===== config.mk =====
export PLATFORM = sky130hd
export DESIGN_NAME = netstring_deframer_core
export DESIGN_NICKNAME = d
export VERILOG_FILES = /design/src/nsd_pkg.sv /design/src/nsd_step.sv /design/src/netstring_deframer_core.sv
export SDC_FILE = /design/constraint.sdc
export NUM_CORES = 1
export LEC_CHECK = 0
export ABC_AREA = 1
export BUFFER_PORTS_ARGS = -buffer_cell sky130_fd_sc_hd__buf_2
export CAP_MARGIN = 20
export CORE_ASPECT_RATIO = 0.6
export CORE_UTILIZATION = 45
export CTS_CLUSTER_DIAMETER = 150
export DETAILED_ROUTE_END_ITERATION = 6
export HOLD_SLACK_MARGIN = 0.08
export PLACE_DENSITY = 0.68
export SYNTH_ARGS = -nofsm -noshare
export SYNTH_HDL_FRONTEND = slang
export SYNTH_SLANG_ARGS = --single-unit

===== constraint.sdc =====
create_clock -name clk -period 5 [get_ports clk]
set_input_delay 0.25 -clock clk [delete_from_list [all_inputs] [get_ports clk]]
set_output_delay 0.25 -clock clk [all_outputs]
set_load 0.005 [all_outputs]

===== src/nsd_pkg.sv =====
// Shared types and constants for the netstring deframer.
// Used by nsd_step and netstring_deframer_core; no dependencies.
package nsd_pkg;

  // Most length digits accepted before a too-long error
  localparam int unsigned MAX_DIGITS = 9;

  localparam int unsigned BYTE_W   = 8;
  localparam int unsigned LIMIT_W  = 32;
  localparam int unsigned LEN_W    = 30;
  localparam int unsigned OFFSET_W = 4;
  localparam int unsigned IDX_W    = 4;

  localparam logic [BYTE_W-1:0] CHAR_ZERO  = 8'h30;
  localparam logic [BYTE_W-1:0] CHAR_NINE  = 8'h39;
  localparam logic [BYTE_W-1:0] CHAR_COLON = 8'h3A;
  localparam logic [BYTE_W-1:0] CHAR_COMMA = 8'h2C;

  typedef enum logic [2:0] {
    PH_IDLE    = 3'd0,
    PH_DIGITS  = 3'd1,
    PH_PAYLOAD = 3'd2,
    PH_COMMA   = 3'd3,
    PH_DONE    = 3'd4
  } phase_t;

  typedef enum logic [1:0] {
    K_DATA = 2'd0,
    K_OK   = 2'd1,
    K_FAIL = 2'd2
  } kind_t;

  typedef enum logic [2:0] {
    ST_OK           = 3'd0,
    ST_TOO_LONG     = 3'd1,
    ST_NO_COLON     = 3'd2,
    ST_TOO_SHORT    = 3'd3,
    ST_NO_COMMA     = 3'd4,
    ST_LEADING_ZERO = 3'd5,
    ST_NO_LENGTH    = 3'd6
  } status_t;

  // Parser state; idx counts the length digits seen so far
  typedef struct packed {
    phase_t              phase;
    logic [IDX_W-1:0]    idx;
    logic [LEN_W-1:0]    acc;
    logic [LIMIT_W-1:0]  limit;
    logic [LEN_W-1:0]    remaining;
    logic                first_zero;
  } nsd_state_t;

  typedef struct packed {
    logic                valid;
    kind_t               kind;
    logic [BYTE_W-1:0]   payload_byte;
    status_t             status;
    logic [LEN_W-1:0]    payload_length;
    logic [OFFSET_W-1:0] payload_offset;
  } nsd_result_t;

endpackage


===== src/nsd_step.sv =====
// Next-state and result logic of the deframer for one byte.
// Depends on nsd_pkg.
module nsd_step
  import nsd_pkg::*;
(
  input  nsd_state_t          state_i,
  input  logic [BYTE_W-1:0]   data_byte_i,
  input  logic                first_i,
  input  logic [LIMIT_W-1:0]  total_length_i,
  output nsd_state_t          state_o,
  output nsd_result_t         result_o
);

  logic              is_dec;
  logic [BYTE_W-1:0] digit;
  logic [33:0]       acc_wide;
  logic [LIMIT_W:0]  idx_plus1;
  logic [LIMIT_W:0]  frame_end;
  logic [LIMIT_W:0]  limit_ext;

  assign is_dec    = (data_byte_i >= CHAR_ZERO) && (data_byte_i <= CHAR_NINE);
  assign digit     = data_byte_i - CHAR_ZERO;
  // acc * 10 + digit as two shifts and adds
  assign acc_wide  = {1'b0, state_i.acc, 3'b000} + {3'b000, state_i.acc, 1'b0}
                   + {26'd0, digit};
  assign idx_plus1 = {{(LIMIT_W+1-IDX_W){1'b0}}, state_i.idx} + 33'd1;
  assign frame_end = idx_plus1 + {3'b000, state_i.acc};
  assign limit_ext = {1'b0, state_i.limit};

  always_comb begin
    state_o  = state_i;
    result_o = '{valid: 1'b0, kind: K_DATA, payload_byte: '0, status: ST_OK,
                 payload_length: '0, payload_offset: '0};

    if (first_i) begin
      // Restart on a marked first byte
      state_o.phase      = PH_DIGITS;
      state_o.idx        = IDX_W'(1);
      state_o.acc        = {{(LEN_W-BYTE_W){1'b0}}, digit};
      state_o.limit      = total_length_i;
      state_o.remaining  = '0;
      state_o.first_zero = (data_byte_i == CHAR_ZERO);
      if (total_length_i < 32'd3) begin
        state_o.phase   = PH_DONE;
        state_o.idx     = '0;
        state_o.acc     = '0;
        state_o.first_zero = 1'b0;
        result_o.valid  = 1'b1;
        result_o.kind   = K_FAIL;
        result_o.status = ST_TOO_SHORT;
      end else if (!is_dec) begin
        state_o.phase   = PH_DONE;
        state_o.idx     = '0;
        state_o.acc     = '0;
        state_o.first_zero = 1'b0;
        result_o.valid  = 1'b1;
        result_o.kind   = K_FAIL;
        result_o.status = ST_NO_LENGTH;
      end
    end else begin
      case (state_i.phase)
        PH_DIGITS: begin
          result_o.kind = K_FAIL;
          if (is_dec) begin
            // Another length digit
            if (state_i.first_zero && (state_i.idx == IDX_W'(1))) begin
              state_o.phase   = PH_DONE;
              result_o.valid  = 1'b1;
              result_o.status = ST_LEADING_ZERO;
            end else if (state_i.idx >= IDX_W'(MAX_DIGITS)) begin
              state_o.phase   = PH_DONE;
              result_o.valid  = 1'b1;
              result_o.status = ST_TOO_LONG;
            end else begin
              state_o.acc = acc_wide[LEN_W-1:0];
              if (idx_plus1 >= limit_ext) begin
                state_o.phase   = PH_DONE;
                result_o.valid  = 1'b1;
                result_o.status = ST_TOO_SHORT;
              end else begin
                state_o.idx = state_i.idx + IDX_W'(1);
              end
            end
          end else if (frame_end >= limit_ext) begin
            state_o.phase   = PH_DONE;
            result_o.valid  = 1'b1;
            result_o.status = ST_TOO_SHORT;
          end else if (data_byte_i != CHAR_COLON) begin
            state_o.phase   = PH_DONE;
            result_o.valid  = 1'b1;
            result_o.status = ST_NO_COLON;
          end else begin
            // Colon found: payload follows
            state_o.remaining = state_i.acc;
            state_o.phase     = (state_i.acc != '0) ? PH_PAYLOAD : PH_COMMA;
          end
        end
        PH_PAYLOAD: begin
          // Pass the byte through
          state_o.remaining     = state_i.remaining - LEN_W'(1);
          if (state_i.remaining == LEN_W'(1)) begin
            state_o.phase = PH_COMMA;
          end
          result_o.valid        = 1'b1;
          result_o.kind         = K_DATA;
          result_o.payload_byte = data_byte_i;
        end
        PH_COMMA: begin
          state_o.phase  = PH_DONE;
          result_o.valid = 1'b1;
          if (data_byte_i != CHAR_COMMA) begin
            result_o.kind   = K_FAIL;
            result_o.status = ST_NO_COMMA;
          end else begin
            result_o.kind           = K_OK;
            result_o.payload_length = state_i.acc;
            result_o.payload_offset = state_i.idx + OFFSET_W'(1);
          end
        end
        default: begin
          // Idle or finished: drop the byte
        end
      endcase
    end
  end

endmodule


===== src/netstring_deframer_core.sv =====
// Top level of the netstring deframer: input register, state register, result register.
// Depends on nsd_pkg and nsd_step.

// The block parses one netstring ("<length>:<payload>,") from a byte stream, one byte
// per item and one item per cycle sustained unless the result channel stalls. A byte
// marked by in_tuser starts a new buffer and carries the buffer length. Payload bytes
// come out with kind 0, and the parse ends with one ok item (length and offset) or one
// error item; later bytes are dropped until the next first byte. An item's result is
// held in the input register and then the result register before it is presented on
// the result channel; the parser's next state is computed combinationally between the
// input register and the result register, so a new byte can follow each accepted one.
module netstring_deframer_core
  import nsd_pkg::*;
(
  input  logic        clk,
  input  logic        rst_n,
  input  logic        in_tvalid,
  output logic        in_tready,
  input  logic [39:0] in_tdata,   // data_byte [7:0], total_length [39:8]
  input  logic        in_tuser,   // first
  output logic        out_tvalid,
  input  logic        out_tready,
  output logic [47:0] out_tdata,  // payload_byte [7:0], status [10:8],
                                  // payload_length [40:11], payload_offset [44:41],
                                  // zero [47:45]
  output logic [1:0]  out_tuser   // kind
);

  logic                s1_valid_r, s1_valid_nxt;
  logic [BYTE_W-1:0]   s1_byte_r;
  logic                s1_first_r;
  logic [LIMIT_W-1:0]  s1_len_r;
  logic                s1_adv;
  nsd_state_t          state_r, state_nxt;
  nsd_result_t         result;
  logic                out_valid_r, out_valid_nxt;
  nsd_result_t         out_r;

  // Move the held item on when the result register is free or draining
  assign s1_adv    = s1_valid_r && (!out_valid_r || out_tready);
  assign in_tready = !s1_valid_r || s1_adv;

  nsd_step u_step (
    .state_i        (state_r),
    .data_byte_i    (s1_byte_r),
    .first_i        (s1_first_r),
    .total_length_i (s1_len_r),
    .state_o        (state_nxt),
    .result_o       (result)
  );

  always_comb begin
    s1_valid_nxt = s1_valid_r;
    if (in_tvalid && in_tready) begin
      s1_valid_nxt = 1'b1;
    end else if (s1_adv) begin
      s1_valid_nxt = 1'b0;
    end
    out_valid_nxt = out_valid_r;
    if (s1_adv && result.valid) begin
      out_valid_nxt = 1'b1;
    end else if (out_tready) begin
      out_valid_nxt = 1'b0;
    end
  end

  // Control and parser state
  always_ff @(posedge clk) begin
    if (!rst_n) begin
      s1_valid_r  <= 1'b0;
      out_valid_r <= 1'b0;
      state_r     <= '{phase: PH_IDLE, idx: '0, acc: '0, limit: '0,
                       remaining: '0, first_zero: 1'b0};
    end else begin
      s1_valid_r  <= s1_valid_nxt;
      out_valid_r <= out_valid_nxt;
      if (s1_adv) begin
        state_r <= state_nxt;
      end
    end
  end

  // Payload registers
  always_ff @(posedge clk) begin
    if (in_tvalid && in_tready) begin
      s1_byte_r  <= in_tdata[7:0];
      s1_len_r   <= in_tdata[39:8];
      s1_first_r <= in_tuser;
    end
    if (s1_adv && result.valid) begin
      out_r <= result;
    end
  end

  assign out_tvalid = out_valid_r;
  assign out_tuser  = out_r.kind;
  assign out_tdata  = {3'b000, out_r.payload_offset, out_r.payload_length,
                       out_r.status, out_r.payload_byte};

endmodule


==> impl_metrics.yaml, run 1 <==
route:
  wl_per_cell_um: 18.2
  antenna_left: 0
  dr.pass1.iters: 6
  via_per_inst: 5.52
  drt_iter0_markers: 1406
  wl_mm: 39.5
  vias: 12000
  drc: 0
floorplan:
  die_h_um: 130
  fp.dieW_um: 216
  initial_core_util_pct: 46.3
  die-area_um2: 28100
  row_count: 46
  coreArea_um2: 26600
  boundaryPins: 97
synthesis:
  synth.yosys.seq_area_share_pct: 38.0
  syn_inst: 1661
  yosysTopAreaCell: "edfxtp_1"
  syn_area_um2: 12300
  synth.area.top_cells: "edfxtp_1 21%, dfxtp_1 17%, nand2_1 11%"
  synth_top_cell_area_share_pct: 21.4
  synth_warnings: 0
  synthArstFlopShare_pct: 0
  ys_seq_elements: 190
  synth_most_common_cell: "nand2_1"
  synth_cell_types: 48
  synth-edff-count: 88
  ys.flop_type: "dfxtp_1"
  synth_common_cells: "363 x nand2_1, 229 x nor2_1, 190 x inv_1, 126 x a21oi_1, 102 x dfxtp_1"
  synth.avg_cell_area_um2: 7.42
place:
  place_ws_ps: 272
  dp_hpwl_mm: 29.9
  io_buffers: 93
  numPlacedInstances: 2095
  gp_congestion: 1.04
setup_path:
  end_kind: "register"
  startpoint_type: "register"
  cp_slowest_cell: "dfxtp_1"
  cp_common_cell: "nand2_1"
  path_buf_inv: 3
  cp.required_ps: 5150
  critPathMaxStageDelay_ps: 400
  path_max_fanout: 13
  path_delay_family: "simple AND/OR/NAND/NOR gates"
  rr_endpoint: "out_tdata[39]"
  worstPathArrival_ps: 4760
  r2r_start: "state_r[95]"
  timing.critical_path.to: "out_tdata[39]"
  crit_start: "state_r[95]"
  ff2ff_setup_slack_ps: 390
  r2r_cells: 28
  crit_type: "register to register"
  path_depth: 28
layout:
  nNetsFinal: 1945
  drive_above_1_share_pct: 11.2
  syn2layout_area_growth_pct: 15.7
  final_cells: 2168
  insertedDiodeCount: 0
  fillCellCount: 2568
sta:
  layout_setup_ws_ps: 394
  fmax_mhz: 217
  timing.setup.tns_ps: 0
  holdWs_ps: 116
  rsz0062_at_grt: "false"
  slew_headroom_pct: 24.6
  slew_viol_final: 0
  fin_crit_ps: 4610
  tightest_slew_ps: 1130
  setup_violations: 0
  skew_ps: 12.7
  fin_crit_sh_pct: 92.1
  hold_violations: 0
global_routing:
  grt_max_degree: 63
  grt_pass1_wl_mm: 60.7
  gr-total-overflow: 0
  track_usage_pct: 28.5
  antenna_found_initial: 0
  grt_pass1_vias: 10600
clock_tree:
  clockBufferDepth: 2
  cts_tree: "yes"
  htreeDepth: 4
  clk_latency_ps: 460
  path_clk_slew_ps: 80
  clock_sinks: 190
  cts_inserted_buffers: 17
  root_buffer: "clkbuf_16"
hold_path:
  holdCritPathClass: "input port to register"
status:
  status: "complete, no violations"
flow_run:
  cap_violations: 0
power:
  power_mw: 3.80
  p_leak_nw: 6.53
  ir_worst_vdd_mv: 0.191
  p_per_area_nw_per_um2: 266
[through the flow]
| step | cell area [um^2] | util, % |
|---|---|---|
| 3_5_place_dp | 13200 | 49.6 |
| 6_report | 14300 | 53.5 |
| 5_1_grt | 14300 | 53.5 |
| 3_3_place_gp | 13200 | 49.6 |
| 2_1_floorplan | 12300 | - |
| 4_1_cts | 14200 | 53.4 |
[power breakdown]
part           switching, mW  internal, mW
sequential            0.0490          1.69
combinational          0.411         0.210
clock                  0.681         0.756
[tightest hold or removal path, cell delays in order]
cell and delay, ps:
buf_2 100, nand2_1 100, a21oi_1 70
[cells by family after synthesis]
| kind of cell | count (synthesis) | synth area share (%) |
|---|---|---|
| buffers and inverters | 250 | 8.11 |
| xor gates and xnor gates | 50 | 3.55 |
| other | 1 | 0.0304 |
| DFF | 190 | 38.0 |
| AOI/OAI and AO/OA | 262 | 11.5 |
| adders and majority gates | 105 | 11.1 |
| and+or+nand+nor | 803 | 27.8 |
[metal layers]
metal	track usage [%]	share of wire, %
met1	44.3	49
met4	6.05	1.3
met5	0	0
met2	38.1	38
met3	7.74	12
[how the worst min path moves through the flow]
stage	to	cells past startpoint	startpoint
detailed placement	s1_byte_r[0]	1	in_tdata[0]
global placement	s1_len_r[20]	1	in_tdata[28]
global route	s1_valid_r	3	in_tvalid
finish	s1_valid_r	3	in_tvalid
floorplan	s1_byte_r[0]	0	in_tdata[0]
CTS	s1_valid_r	3	in_tvalid
[final cells by class]
type,instances,area [um^2],share of cell area [%]
inverters,204,773,5.42
clock buffers,17,425,2.98
well taps,360,450,3.16
multi-input cells,1223,6670,46.8
clock inverters,15,180,1.26
repair buffers,159,1080,7.54
flip-flops and latches,190,4690,32.8
[layout by cell type, fill, tap and decap left out, drive strengths merged, types with 2 or more instances in the layout]
| cell | n |
|---|---|
| nand3 | 101 |
| a21oi | 127 |
| edfxtp | 88 |
| a22oi | 3 |
| fa | 7 |
| nand3b | 3 |
| o22ai | 2 |
| o21ai | 96 |
| buf | 118 |
| nand2 | 369 |
| nor4 | 12 |
| inv | 210 |
| o211ai | 10 |
| nor2 | 235 |
| a21boi | 2 |
| clkinvlp | 3 |
| clkinv | 4 |
| a31oi | 7 |
| a211oi | 3 |
| conb | 3 |
| a21o | 6 |
| nand4 | 34 |
| dfxtp | 102 |
| clkbuf | 17 |
| dlygate4sd3 | 41 |
| ha | 98 |
| or2 | 14 |
| xor2 | 46 |
| o21bai | 4 |
| nor3 | 34 |
| bufinv | 2 |
| xnor2 | 4 |
[registers in the layout (all words and copies together) (netlist names)]
name / flops
s1_first_r: 1
out_tuser: 2
state_r: 100
s1_len_r: 32
s1_valid_r: 1
s1_byte_r: 8
out_tvalid: 1
out_tdata: 45
[timing repair]
action,in CTS,in global routing
setup buffers,0,0
endpoints found under the hold margin,41,0
resized for setup,0,6
endpoints found under the setup margin,0,78
hold buffers,41,0
No activity file was read; power rests on OpenSTA's default activity.
==> inputs of run 2 (changes only) <==
Settings changed: SLEW_MARGIN set to 20.
Clock period 5 ns to 5.3 ns, I/O delays scaled along.
==> run 2 against run 1 <==
Sequential cell count did not move. Via count fell by 1.4%. Final area fell by 0.71%. Combinational power is 6.3% lower. Worst hold slack worse by 2.9 ps. Register-to-register slack better by 80 ps. Cell count is 0.37% lower. Critical path depth down 2. Critical path type unchanged.
==> impl_metrics.yaml, run 2 (synthesis gave the netlist of run 1 again) <==
setup_path:
  crit_type: "register to register"
  end_kind: "register"
  r2r_cells: 26
  ff2ff_setup_slack_ps: 480
  startpoint_type: "register"
  r2r_start: "state_r[93]"
  cp.required_ps: 5420
  path_max_fanout: 20
  worstPathArrival_ps: 4940
  rr_endpoint: "out_tdata[34]"
sta:
  timing.setup.tns_ps: 0
  slew_viol_final: 0
  fin_crit_ps: 4820
  fmax_mhz: 207
  fin_crit_sh_pct: 91.0
  slew_headroom_pct: 32.5
  setup_violations: 0
  hold_violations: 0
  rsz0062_at_grt: "false"
  skew_ps: 14.1
  tightest_slew_ps: 1010
place:
  numPlacedInstances: 2087
  dp_hpwl_mm: 29.5
  gp_congestion: 0.996
  post_dp_cell_area_um2: 13200
  io_buffers: 93
clock_tree:
  cts_inserted_buffers: 17
  root_buffer: "clkbuf_16"
  clock_sinks: 190
  clockBufferDepth: 2
  path_clk_slew_ps: 70
  cts_tree: "yes"
  clk_latency_ps: 460
  htreeDepth: 4
route:
  antenna_left: 0
  wl_mm: 39.3
  drc: 0
  drt_iter0_markers: 1429
  dr.pass1.iters: 5
  wl_per_cell_um: 18.2
  vias: 11800
  via_per_inst: 5.47
layout:
  largest_register_ffs: 100
  final_cell_mix: "363 x nand2_1, 229 x nor2_1, 189 x inv_1, 125 x a21oi_1, 102 x dfxtp_1"
  final_core_util_pct: 53.2
  top_register: "state_r"
  fin_area_um2: 14200
  nNetsFinal: 1937
  final_common_cell: "nand2_1"
  drive_above_1_share_pct: 10.4
  syn2layout_area_growth_pct: 14.9
  final_cells: 2160
  insertedDiodeCount: 0
hold_path:
  worstHoldEndpoint: "s1_valid_r"
  holdCritPathClass: "input port to register"
  hold_path_depth: 3
  min_from: "in_tvalid"
power:
  ir_worst_vdd_mv: 0.195
  p_leak_nw: 6.48
  p_per_area_nw_per_um2: 251
floorplan:
  die_h_um: 130
  initial_core_util_pct: 46.3
  boundaryPins: 97
  coreArea_um2: 26600
  die-area_um2: 28100
  fp.dieW_um: 216
  row_count: 46
flow_run:
  cap_violations: 0
global_routing:
  grt_max_degree: 63
  gr-total-overflow: 0
  grt_pass1_vias: 10800
  antenna_found_initial: 0
  grt_pass1_wl_mm: 61.3
  track_usage_pct: 28.7
status:
  status: "complete, no violations"
run 2: cell count changes in the layout (fill, tap and decap cells not counted), sizes merged:
cell      change
buf           -8
clkinv        +3
clkinvlp      -3
clkbuf        +1
inv           -1
run 2: cell type report:
| cell class | count | area [um^2] |
|---|---|---|
| Sequential cell | 190 | 4680 |
| Multi-Input combinational cell | 1223 | 6670 |
| Tap cell | 360 | 450 |
| Clock inverter | 14 | 155 |
| Clock buffer | 18 | 429 |
| Timing Repair Buffer | 151 | 1000 |
| Inverter | 204 | 772 |
| Fill cell | 2506 | 12500 |
run 2: metrics by stage:
stage	hold WS (ps)	total power [mW]	worst slack [ps]
finish	113	3.55	477
global route	119	3.69	29.3
CTS	100	3.55	348
detailed placement	443	2.21	371
global placement	441	2.20	518
floorplan	364	2.04	780
run 2: timing repair:
action	CTS	global route
endpoints found under the setup margin	0	26
buffers inserted	0	0
gates resized for setup	0	3
endpoints found under the hold margin	41	0
hold buffers	41	0
run 2: critical path, cell delays in order (launching register included):
cell,delay (ps)
dfxtp_1,460
inv_1,130
ha_1,380
ha_1,300
nand3_1,60
nand2_1,100
a21oi_1,100
o21ai_2,230
nand3_1,200
nor2_1,300
nand2_1,170
nor2_1,140
xor2_1,90
ha_1,280
nand2_1,70
nor2_1,180
nand2_1,110
nor2_1,140
nand2_1,70
nand3_2,70
nor2_2,50
nand3_2,140
nand3_1,80
nand2_1,90
nand2_1,110
inv_2,100
buf_4,330
run 2: worst max-delay path by stage:
stage | to | slack (ps) | from | cells past startpoint
2_1_floorplan | out_tdata[0] | 780 | state_r[93] | 27
3_3_place_gp | state_r[20] | 520 | state_r[93] | 29
6_report | out_tdata[34] | 480 | state_r[93] | 26
4_1_cts | state_r[20] | 350 | state_r[93] | 29
5_1_grt | state_r[19] | 30 | state_r[93] | 31
3_5_place_dp | state_r[18] | 370 | state_r[93] | 29
run 2: layer usage:
layer  global-route usage [%]  share of wire (%)  vias up
li1                         -                  -     5754
met1                     43.7                 50     5462
met3                     7.81                 11       35
met5                        0                  0        -
met4                     6.84                1.3        0
met2                     39.4                 38      560
run 2: power breakdown:
| group | switching (mW) | internal, mW | leakage, nW | total, mW |
|---|---|---|---|---|
| Combinational | 0.388 | 0.193 | 4.52 | 0.582 |
| Clock | 0.623 | 0.705 | 0.286 | 1.33 |
| Sequential | 0.0461 | 1.60 | 1.68 | 1.64 |
| Total | 1.06 | 2.50 | 6.48 | 3.55 |
==> inputs of run 3 (changes only) <==
Settings changed: PLACE_DENSITY 0.68 to 0.66.
==> run 3 against run 2 <==
Fmax shrank 0.72%. Count of clock-buffer cells in the layout is the same. Largest power group unchanged. Critical path type unchanged. First-iteration DRC count shrank 9.4%. Largest cell class unchanged. Power grew 2.4%. Sequential cell count is the same. Register-to-register slack lost 30 ps. Clock skew shrank 3.4 ps.
==> impl_metrics.yaml, run 3 (synthesis gave the netlist of run 1 again) <==
route:
  wl_mm: 38.7
  via_per_inst: 5.46
  drt_iter0_markers: 1295
  antenna_left: 0
  dr.pass1.iters: 5
  vias: 11800
  drc: 0
  wl_per_cell_um: 17.9
global_routing:
  grt_pass1_wl_mm: 59.7
  track_usage_pct: 28.1
  grt_pass1_vias: 10400
  gr-total-overflow: 0
  antenna_found_initial: 1
  grt_max_degree: 63
setup_path:
  worstPathArrival_ps: 4990
  cp.required_ps: 5430
  cp_common_cell: "nand2_1"
  startpoint_type: "register"
  r2r_start: "state_r[93]"
  path_max_fanout: 21
  path_buf_inv: 4
  critPathMaxStageDelay_ps: 460
  crit_type: "register to register"
  crit_start: "state_r[93]"
  end_kind: "register"
  path_delay_family: "simple AND/OR/NAND/NOR gates"
  cp_slowest_cell: "dfxtp_1"
clock_tree:
  path_clk_slew_ps: 70
  clock_sinks: 190
  clockBufferDepth: 2
  root_buffer: "clkbuf_16"
  clk_latency_ps: 470
  cts_inserted_buffers: 17
  cts_tree: "yes"
  htreeDepth: 4
  cts_setup_buffers: 0
floorplan:
  initial_core_util_pct: 46.3
  boundaryPins: 97
  row_count: 46
  die-area_um2: 28100
  die_h_um: 130
  coreArea_um2: 26600
  fp.dieW_um: 216
sta:
  slew_viol_final: 0
  timing.setup.tns_ps: 0
  fin_crit_ps: 4860
  setup_violations: 0
  fin_crit_sh_pct: 91.7
  tightest_slew_ps: 1000
  skew_ps: 10.7
  rsz0062_at_grt: "false"
  slew_headroom_pct: 32.7
  hold_violations: 0
  fmax_mhz: 206
layout:
  nNetsFinal: 1944
  final_common_cell: "nand2_1"
  regArea_um2: 4680
  final_cell_mix: "363 x nand2_1, 228 x nor2_1, 189 x inv_1, 125 x a21oi_1, 102 x dfxtp_1"
  syn2layout_area_growth_pct: 15.9
  multi_input_area_um2: 6670
  final_cells: 2167
  fillCellCount: 2574
  largest_register_ffs: 100
  drive_above_1_share_pct: 11.0
  insertedDiodeCount: 0
  fin_area_um2: 14300
  top_register: "state_r"
place:
  gp_congestion: 1.02
  dp_hpwl_mm: 29.4
  post_dp_cell_area_um2: 13200
  io_buffers: 93
  numPlacedInstances: 2093
hold_path:
  min_from: "in_tvalid"
  holdCritPathClass: "input port to register"
status:
  status: "complete, no violations"
power:
  p_per_area_nw_per_um2: 255
  p_leak_nw: 6.54
  ir_worst_vdd_mv: 0.168
flow_run:
  cap_violations: 0
-- run 3: changes by cell type in the layout (fill, tap and decap cells not counted), sizes merged --
cell,previous run,this run
buf,110,117
clkinv,7,2
clkinvlp,0,3
bufinv,2,4
-- run 3: through the flow --
step | setup slack, ps | power [mW] | utilization, % | hold slack, ps
final | 442 | 3.64 | 53.6 | 102
after global routing | 44.7 | 3.79 | 53.6 | 141
after CTS | 460 | 3.64 | 53.4 | 90.7
after detailed placement | 531 | 2.21 | 49.5 | 443
after global placement | 693 | 2.20 | 49.5 | 441
after floorplan | 780 | 2.04 | - | 364
-- run 3: path summary, 6_finish.rpt --
kind,to,slack (ps),cells after the start
setup / recovery,out_tdata[29],440,27
hold / removal,s1_valid_r,100,3
setup reg to reg,out_tdata[29],440,27
hold reg to reg,state_r[52],480,2
-- run 3: layout make-up --
cell class	instances	area share (%)
timing repair buffer	158	7.53
clock buffer	18	3.00
sequential	190	32.8
multi-input combinational	1223	46.7
clock inverter	14	1.44
tap	360	3.15
inverter	204	5.40
-- run 3: timing repair --
action	4_1_cts	5_1_grt
setup endpoints to repair	0	36
hold buffers	41	0
hold endpoints to repair	41	0
resized for setup	0	3
-- run 3: layer usage --
metal	track usage (%)	routed length [um]	up-vias
met5	0	0	-
met4	7.34	550	0
met3	7.16	4150	39
met2	37.4	14500	533
met1	43.6	19600	5508
li1	-	-	5756
-- run 3: tightest hold or removal path: stages --
cell and delay [ps]:
buf_2 100, nand2_1 90, a21oi_1 60
-- run 3: where the power goes --
part           switching, mW  internal, mW
clock                  0.616         0.800
combinational          0.383         0.198
sequential            0.0456          1.60
total                   1.04          2.60
